==> src/rtl/stk_queue.sv <==
// The queue between the front and back ends is the stk_fifo module.

==> src/rtl/stk_pkg.sv <==
// Shared constants, types and helpers for the streaming top-k selector.
package stk_pkg;

    localparam int K_MAX     = 8;
    localparam int MAX_ITEMS = 262144;

    localparam int SCORE_W   = 32;
    localparam int IDX_W     = 18;
    localparam int KCFG_W    = 4;
    localparam int POS_W     = $clog2(MAX_ITEMS);
    localparam int K_W       = $clog2(K_MAX + 1);
    localparam int RANK_W    = (K_MAX > 1) ? $clog2(K_MAX) : 1;
    localparam int QDEPTH    = 4;
    localparam int QPTR_W    = $clog2(QDEPTH);
    localparam int QCNT_W    = $clog2(QDEPTH + 1);
    localparam int MTDATA_W  = ((IDX_W + SCORE_W + 7) / 8) * 8;

    localparam logic [KCFG_W-1:0] K_RESET = KCFG_W'(4);
    localparam logic [POS_W-1:0]  POS_LIMIT = POS_W'(MAX_ITEMS - 1);
    localparam logic [SCORE_W-1:0] SCORE_MOST_NEG = {1'b1, {(SCORE_W-1){1'b0}}};

    typedef logic signed [SCORE_W-1:0] score_t;
    typedef logic [IDX_W-1:0]          index_t;
    typedef logic [K_W-1:0]            kcnt_t;

    // One classified item on its way from the front to the insertion list.
    typedef struct packed {
        score_t score;
        index_t index;
        logic   last;
        kcnt_t  k;
    } item_t;

    // A register value of zero acts as one, and anything above K_MAX as K_MAX.
    function automatic kcnt_t active_k(input logic [KCFG_W-1:0] cfg);
        kcnt_t k;
        k = K_W'(1);
        if (int'(cfg) > K_MAX)
        begin
            k = K_W'(K_MAX);
        end
        else if (cfg != '0)
        begin
            k = K_W'(cfg);
        end
        return k;
    endfunction

endpackage

==> src/rtl/stk_front.sv <==
// Front end: holds the k register, numbers each score and tags it with the active k.
module stk_front import stk_pkg::*;
(
    input  logic              clk,
    input  logic              rst_n,
    input  logic              cfg_we,
    input  logic [KCFG_W-1:0] cfg_wdata,
    input  logic              s_tvalid,
    output logic              s_tready,
    input  score_t            in_score,
    input  logic              in_last,
    input  logic              q_full,
    output logic              q_push,
    output item_t             q_item
);

    logic [KCFG_W-1:0] k_reg;
    logic [KCFG_W-1:0] k_next;
    logic [POS_W-1:0]  pos_reg;
    logic [POS_W-1:0]  pos_next;

    assign s_tready = !q_full;
    assign q_push   = s_tvalid && !q_full;

    always_comb
    begin
        q_item.score = in_score;
        q_item.index = IDX_W'(pos_reg);
        q_item.last  = in_last;
        q_item.k     = active_k(k_reg);
    end

    always_comb
    begin
        k_next   = cfg_we ? cfg_wdata : k_reg;
        pos_next = pos_reg;
        if (q_push)
        begin
            // The position restarts after the last item and sticks at its limit.
            if (in_last)
            begin
                pos_next = '0;
            end
            else if (pos_reg < POS_LIMIT)
            begin
                pos_next = pos_reg + POS_W'(1);
            end
        end
    end

    always_ff @(posedge clk or negedge rst_n)
    begin
        if (!rst_n)
        begin
            k_reg   <= K_RESET;
            pos_reg <= '0;
        end
        else
        begin
            k_reg   <= k_next;
            pos_reg <= pos_next;
        end
    end

endmodule

==> src/rtl/stk_fifo.sv <==
// Short FIFO that decouples the front end from the insertion list.
module stk_fifo import stk_pkg::*;
(
    input  logic  clk,
    input  logic  rst_n,
    input  logic  push,
    input  item_t push_item,
    output logic  full,
    output item_t head,
    output logic  head_valid,
    input  logic  pop
);

    item_t             mem_reg [QDEPTH];
    logic [QPTR_W-1:0] wr_ptr_reg;
    logic [QPTR_W-1:0] wr_ptr_next;
    logic [QPTR_W-1:0] rd_ptr_reg;
    logic [QPTR_W-1:0] rd_ptr_next;
    logic [QCNT_W-1:0] count_reg;
    logic [QCNT_W-1:0] count_next;
    logic              do_push;
    logic              do_pop;

    assign full       = (count_reg == QCNT_W'(QDEPTH));
    assign head_valid = (count_reg != '0);
    assign head       = mem_reg[rd_ptr_reg];
    assign do_push    = push && !full;
    assign do_pop     = pop && head_valid;

    always_comb
    begin
        wr_ptr_next = do_push ? wr_ptr_reg + QPTR_W'(1) : wr_ptr_reg;
        rd_ptr_next = do_pop ? rd_ptr_reg + QPTR_W'(1) : rd_ptr_reg;
        count_next  = count_reg;
        if (do_push && !do_pop)
        begin
            count_next = count_reg + QCNT_W'(1);
        end
        else if (do_pop && !do_push)
        begin
            count_next = count_reg - QCNT_W'(1);
        end
    end

    always_ff @(posedge clk or negedge rst_n)
    begin
        if (!rst_n)
        begin
            wr_ptr_reg <= '0;
            rd_ptr_reg <= '0;
            count_reg  <= '0;
        end
        else
        begin
            wr_ptr_reg <= wr_ptr_next;
            rd_ptr_reg <= rd_ptr_next;
            count_reg  <= count_next;
        end
    end

    always_ff @(posedge clk)
    begin
        if (do_push)
        begin
            mem_reg[wr_ptr_reg] <= push_item;
        end
    end

endmodule

==> src/rtl/stk_back.sv <==
// Back end: parallel compare-and-shift insertion list and the result drain buffer.
module stk_back import stk_pkg::*;
(
    input  logic                clk,
    input  logic                rst_n,
    input  item_t               head,
    input  logic                head_valid,
    output logic                pop,
    output logic                m_tvalid,
    input  logic                m_tready,
    output logic [IDX_W-1:0]    out_index,
    output score_t              out_score,
    output logic                out_filled,
    output logic                out_last
);

    score_t            score_reg [K_MAX];
    index_t            index_reg [K_MAX];
    logic [K_MAX-1:0]  valid_reg;

    score_t            score_next [K_MAX];
    index_t            index_next [K_MAX];
    logic [K_MAX-1:0]  valid_next;

    score_t            eb_score_reg [K_MAX];
    index_t            eb_index_reg [K_MAX];
    logic [K_MAX-1:0]  eb_valid_reg;
    logic              busy_reg;
    logic              busy_next;
    logic [RANK_W-1:0] rank_reg;
    logic [RANK_W-1:0] rank_next;
    kcnt_t             emit_k_reg;
    kcnt_t             emit_k_next;

    logic [K_MAX-1:0]  better;
    logic [K_MAX-1:0]  shift_down;
    logic              emit_free;
    logic              load_emit;

    // A slot wins when it lies below k and is empty or holds a lower score.
    always_comb
    begin
        for (int j = 0; j < K_MAX; j++)
        begin
            better[j] = (j < int'(head.k)) && (!valid_reg[j] || (head.score > score_reg[j]));
        end
        shift_down[0] = 1'b0;
        for (int m = 1; m < K_MAX; m++)
        begin
            shift_down[m] = shift_down[m-1] || better[m-1];
        end
    end

    // Slots past the insertion point shift down by one; the first winning slot takes the item.
    always_comb
    begin
        for (int m = 0; m < K_MAX; m++)
        begin
            score_next[m] = score_reg[m];
            index_next[m] = index_reg[m];
            valid_next[m] = valid_reg[m];
            if (shift_down[m])
            begin
                score_next[m] = score_reg[(m > 0) ? m - 1 : 0];
                index_next[m] = index_reg[(m > 0) ? m - 1 : 0];
                valid_next[m] = valid_reg[(m > 0) ? m - 1 : 0];
            end
            else if (better[m])
            begin
                score_next[m] = head.score;
                index_next[m] = head.index;
                valid_next[m] = 1'b1;
            end
        end
    end

    assign m_tvalid   = busy_reg;
    assign out_last   = (rank_reg == RANK_W'(emit_k_reg - K_W'(1)));
    assign out_filled = eb_valid_reg[rank_reg];
    assign out_index  = eb_valid_reg[rank_reg] ? eb_index_reg[rank_reg] : '0;
    assign out_score  = eb_valid_reg[rank_reg] ? eb_score_reg[rank_reg] : score_t'(SCORE_MOST_NEG);

    // A last item may load the drain buffer in the cycle its previous run finishes.
    assign emit_free  = !busy_reg || (m_tready && out_last);
    assign pop        = head_valid && (!head.last || emit_free);
    assign load_emit  = pop && head.last;

    always_comb
    begin
        busy_next   = busy_reg;
        rank_next   = rank_reg;
        emit_k_next = emit_k_reg;
        if (load_emit)
        begin
            busy_next   = 1'b1;
            rank_next   = '0;
            emit_k_next = head.k;
        end
        else if (busy_reg && m_tready)
        begin
            if (out_last)
            begin
                busy_next = 1'b0;
            end
            else
            begin
                rank_next = rank_reg + RANK_W'(1);
            end
        end
    end

    always_ff @(posedge clk or negedge rst_n)
    begin
        if (!rst_n)
        begin
            valid_reg  <= '0;
            busy_reg   <= 1'b0;
            rank_reg   <= '0;
            emit_k_reg <= K_W'(1);
        end
        else
        begin
            if (pop)
            begin
                valid_reg <= head.last ? '0 : valid_next;
            end
            busy_reg   <= busy_next;
            rank_reg   <= rank_next;
            emit_k_reg <= emit_k_next;
        end
    end

    always_ff @(posedge clk)
    begin
        if (pop)
        begin
            for (int m = 0; m < K_MAX; m++)
            begin
                score_reg[m] <= score_next[m];
                index_reg[m] <= index_next[m];
            end
        end
        if (load_emit)
        begin
            eb_valid_reg <= valid_next;
            for (int m = 0; m < K_MAX; m++)
            begin
                eb_score_reg[m] <= score_next[m];
                eb_index_reg[m] <= index_next[m];
            end
        end
    end

endmodule

==> src/rtl/streaming_top_k_selector_core.sv <==
// Top level of the streaming top-k selector.
//
//  channel  dir  handshake          payload
//  s_*      in   s_tvalid/s_tready  s_tdata = score, s_tlast = last_item
//  m_*      out  m_tvalid/m_tready  m_tdata = rank_index, rank_score;
//                                   m_tuser = slot_filled; m_tlast = last_rank
//  cfg_*    in   cfg_we             cfg_wdata = k_in_use
//
// Scores are taken one per cycle unless the queue is full; each is compared in parallel.
// A last item produces k results from a drain buffer, one per cycle unless stalled;
// a later last item waits in the four-entry queue only while an earlier run drains.
// Reset empties the list, sets k_in_use to 4 and the stream position to zero.
// A stalled output holds its result; scores keep flowing until a later last item
// waits at the queue head, after which the queue fills and s_tready drops.
module streaming_top_k_selector_core import stk_pkg::*;
(
    input  logic                clk,
    input  logic                rst_n,
    input  logic                cfg_we,
    input  logic [KCFG_W-1:0]   cfg_wdata,
    input  logic                s_tvalid,
    output logic                s_tready,
    input  logic [SCORE_W-1:0]  s_tdata,   // [31:0] score
    input  logic                s_tlast,   // last_item
    output logic                m_tvalid,
    input  logic                m_tready,
    output logic [MTDATA_W-1:0] m_tdata,   // [17:0] rank_index, [49:18] rank_score, zero pad
    output logic [0:0]          m_tuser,   // [0] slot_filled
    output logic                m_tlast    // last_rank
);

    logic               q_full;
    logic               q_push;
    item_t              q_item;
    item_t              q_head;
    logic               q_head_valid;
    logic               q_pop;
    logic [IDX_W-1:0]   out_index;
    score_t             out_score;
    logic               out_filled;

    stk_front u_front
    (
        .clk       (clk),
        .rst_n     (rst_n),
        .cfg_we    (cfg_we),
        .cfg_wdata (cfg_wdata),
        .s_tvalid  (s_tvalid),
        .s_tready  (s_tready),
        .in_score  (score_t'(s_tdata)),
        .in_last   (s_tlast),
        .q_full    (q_full),
        .q_push    (q_push),
        .q_item    (q_item)
    );

    stk_fifo u_fifo
    (
        .clk        (clk),
        .rst_n      (rst_n),
        .push       (q_push),
        .push_item  (q_item),
        .full       (q_full),
        .head       (q_head),
        .head_valid (q_head_valid),
        .pop        (q_pop)
    );

    stk_back u_back
    (
        .clk        (clk),
        .rst_n      (rst_n),
        .head       (q_head),
        .head_valid (q_head_valid),
        .pop        (q_pop),
        .m_tvalid   (m_tvalid),
        .m_tready   (m_tready),
        .out_index  (out_index),
        .out_score  (out_score),
        .out_filled (out_filled),
        .out_last   (m_tlast)
    );

    assign m_tdata    = MTDATA_W'({out_score, out_index});
    assign m_tuser[0] = out_filled;

endmodule

==> config.mk <==
export PLATFORM = sky130hd
export DESIGN_NAME = streaming_top_k_selector_core
export DESIGN_NICKNAME = d
export VERILOG_FILES = /design/src/rtl/stk_queue.sv /design/src/rtl/stk_pkg.sv /design/src/rtl/stk_front.sv /design/src/rtl/stk_fifo.sv /design/src/rtl/stk_back.sv /design/src/rtl/streaming_top_k_selector_core.sv
export SDC_FILE = /design/constraint.sdc
export NUM_CORES = 2
export LEC_CHECK = 0
export BUFFER_PORTS_ARGS = -buffer_cell sky130_fd_sc_hd__buf_2
export CAP_MARGIN = 20
export CORE_UTILIZATION = 45
export DETAILED_ROUTE_END_ITERATION = 8
export HOLD_SLACK_MARGIN = 0.15
export PLACE_DENSITY_LB_ADDON = 0.3
export SLEW_MARGIN = 20
export SYNTH_ARGS = -nofsm -noshare
export SYNTH_HDL_FRONTEND = slang
export SYNTH_SLANG_ARGS = --single-unit
==> constraint.sdc <==
create_clock -name clk -period 17.3 [get_ports clk]
set_clock_uncertainty 0.1 [all_clocks]
set_input_delay 0 -clock clk [delete_from_list [all_inputs] [get_ports clk]]
set_output_delay 0 -clock clk [all_outputs]
set_load 0.02 [all_outputs]
==> impl_summary.txt <==
----------------------------------------------------
[Clocking]
  H-Tree Level Count ... 3
  Deepest clock path buffer count ... 3
  CTS clk-pin slew, worst paths ... 0.06 ns
  Post-CTS repair timing setup buffer count ... 0
  Cell at the root of the clock tree ... clkbuf_16
  Number of buffers created by CTS ... 110
  Skew-Pair Late Insertion Delay ... 0.69 ns
  Clock tree from TritonCTS ... yes
  Number of clock sinks ... 1072

[Floorplanning]
  Die height ... 341.9 µm
  # rows ... 124
  Number of ports placed on the die boundary ... 102
  Horizontal die dimension ... 341.9 µm
  Starting utilization of the core area ... 45.40%
  Die area ... 116900 µm²
  Core region area ... 114500 µm²

[Layout]
  Fin nets ... 4320
  Commonest non-fill, non-tap cell in the layout ... edfxtp_1
  Fillers ... 9721
  Share of cells above drive strength 1 ... 13.30%
  Final core area utilization ... 51.11%
  Area Overhead vs Synth ... 12.58%
  Area of combinational cells with multiple inputs ... 18220 µm²
  Cell area after layout ... 58520 µm²
  Non-filler cells in the finished layout ... 5618
  FF/Latch Area ... 31990 µm²
  Highest-count cells in the layout ignoring fill and taps ... edfxtp_1 (1028), nor2_1 (363), a21oi_1 (348), mux2i_1 (311), nand2_1 (276)

[Detailed routing]
  First-pass DRT Iterations ... 9
  Wire length reported by the detailed router ... 132000 µm
  Via-to-Cell Ratio ... 5.752
  Vias after detailed routing ... 32320
  Starting DRC count in detailed routing ... 3217
  WL/cell ... 23.49 µm
  Number of routed nets with antenna violations ... 0
  Number of remaining DRC errors ... 18

[Setup path]
  Setup crit start kind ... flop
  Endpoint of the worst register-to-register path ... u_back.eb_score_reg[6][22]
  Worst-path fanout max ... 60
  Worst R2R Start ... u_fifo.rd_ptr_reg[0]
  Start point of the critical path ... u_fifo.rd_ptr_reg[0]
  Setup slack, reg-to-reg ... 9.92 ns
  Category of the most critical setup path ... reg -> reg
  Number of cells on the worst reg-to-reg path ... 14
  Crit path DAT ... 7.64 ns
  Capturing element type of the critical path ... flop
  Termination of the worst setup path ... u_back.eb_score_reg[6][22]
  Data required time at the worst endpoint ... 17.56 ns

[STA]
  Total count of max-transition violations in the final report ... 0
  Fmax ... 135.6 MHz
  Setup repair after global routing missed its margin ... false
  Slew at the pin closest to its max-slew limit ... 1.116 ns
  Setup total negative slack ... 0 ns
  Final-report setup violation count ... 0
  Normalized max-slew margin ... 25.63%
  Final Critical Period ... 7.377 ns
  Post-route fraction of the period consumed by the critical path ... 42.64%
  Final hold vios ... 0

[GRT]
  Antenna violations before repair ... 0
  Via count of the first global-routing pass ... 31920
  Total congestion overflow ... 0
  GRT Resource Usage Total ... 22.58%
  Largest net degree at the start of global routing ... 183
  Global-route wire length before repair ... 200200 µm

[Logic synthesis]
  Asr flop ratio synth ... 4.104%
  Seq cells post-synth ... 1072
  Mapped cell area ... 51980 µm²
  Cell count after synthesis ... 3899
  Post-synth cell types ... 66
  Leading register cell type out of synthesis ... edfxtp_1
  YS warnings ... 0
  Average cell area after synthesis ... 13.33 µm²
  Number of enable-type register cells in the synthesized netlist ... 1028
  Share of the yosys chip area belonging to registers ... 61.51%

[Placement]
  Area after detailed placement ... 53980 µm²
  IO buf count ... 95
  Number of placed cells counting well taps ... 5329
  Weighted congestion reported at the end of routability-driven placement ... 0.8984
  DPL Wire Length ... 83660 µm

[Worst hold path]
  Class of the tightest hold or removal check ... in -> reg

[Run]
  Max-cap violation count ... 0

[Status]
  Result of the run ... finished, violations left
  Violations in the final reports ... DRC

----------------------------------------------------
[synthesized netlist by cell type, drive strengths merged (15+ instances only)]
| library cell | instances | share of area, % |
|---|---|---|
| buf | 71 | 0.63 |
| mux4 | 157 | 6.8 |
| mux2 | 55 | 1.2 |
| nand3 | 35 | 0.34 |
| clkbuf | 153 | 1.1 |
| nor3 | 15 | 0.14 |
| mux2i | 312 | 6.0 |
| a21oi | 348 | 3.4 |
| edfxtp | 1028 | 59 |
| ha | 264 | 6.4 |
| a21o | 19 | 0.27 |
| nand2 | 277 | 2.0 |
| inv | 270 | 1.9 |
| nor2 | 367 | 2.7 |
| dfrtp | 42 | 2.0 |
| o21ai | 254 | 2.4 |
| nand4 | 60 | 0.72 |
[metrics by stage]
| step | hold WS (ns) | setup slack (ns) |
|---|---|---|
| 6_report | 0.2390 | 9.923 |
| 3_5_place_dp | 0.04622 | 9.916 |
| 3_3_place_gp | 0.04133 | 10.00 |
| 5_1_grt | 0.2794 | 9.473 |
| 4_1_cts | 0.2039 | 9.886 |
| 2_1_floorplan | -0.3956 | 1.901 |
[critical path, cell delays in order (launching register included)]
cell and delay (ns):
dfrtp_4 0.68, buf_4 0.72, mux4_2 0.85, ha_1 0.41, nand4_1 0.21, or4_1 0.66, o21ai_0 0.19, nor2_1 0.07
a21oi_1 0.26, nand3_4 0.61, nor2_1 0.65, nand3_4 0.58, buf_4 0.58, nand2_1 0.16, o21ai_0 0.14
[how the worst min path moves through the flow]
| stage | startpoint | to | slack (ns) | cells past startpoint |
|---|---|---|---|---|
| 6_report | m_tready | u_back.rank_reg[0] | 0.24 | 6 |
| 5_1_grt | m_tready | u_back.rank_reg[1] | 0.28 | 6 |
| 4_1_cts | m_tready | u_back.rank_reg[0] | 0.20 | 6 |
| 3_5_place_dp | rst_n | u_front.pos_reg[7] | 0.05 | 2 |
| 3_3_place_gp | rst_n | u_front.pos_reg[7] | 0.04 | 2 |
| 2_1_floorplan | rst_n | u_back.emit_k_reg[1] | -0.40 | 0 |
[final cells by class]
type / count / area share, %
Inverter: 271 / 1.779
Tap cell: 1512 / 3.233
Multi-Input combinational cell: 2337 / 31.13
Antenna cell: 1 / 0.004276
Timing Repair Buffer: 221 / 2.865
Clock buffer: 134 / 5.018
Sequential cell: 1072 / 54.67
Clock inverter: 70 / 1.300
[layer usage]
layer,GRT usage (%),up-vias,wire (µm)
li1,-,14810,-
met1,33.67,16180,60540
met5,0,-,0
met2,35.18,1150,60080
met4,6.035,0,2878
met3,2.458,177,8487
[logic make-up (layout without fill, tap and decap cells)]
logic type,Yosys count,count (layout),share of synthesized area (%)
flip-flops,1072,1072,61.51
buffers and inverters,495,696,3.690
adder cells (fa/ha/maj),265,265,6.393
other,1,7,0.007215
multiplexers,524,524,14.00
AND/OR/NAND/NOR,822,822,6.738
XOR/XNOR,23,23,0.3875
AO/OA/AOI/OAI,697,697,7.270
[timing repair]
action | in CTS | in global routing
hold endpoints to repair | 227 | 0
endpoints found under the setup margin | 0 | 0
hold buffers | 84 | 0
resized for setup | 0 | 0
Power is left out: the tool's default activity adds up to more than one toggle a clock period on the data nets, which glitch-free logic cannot reach.
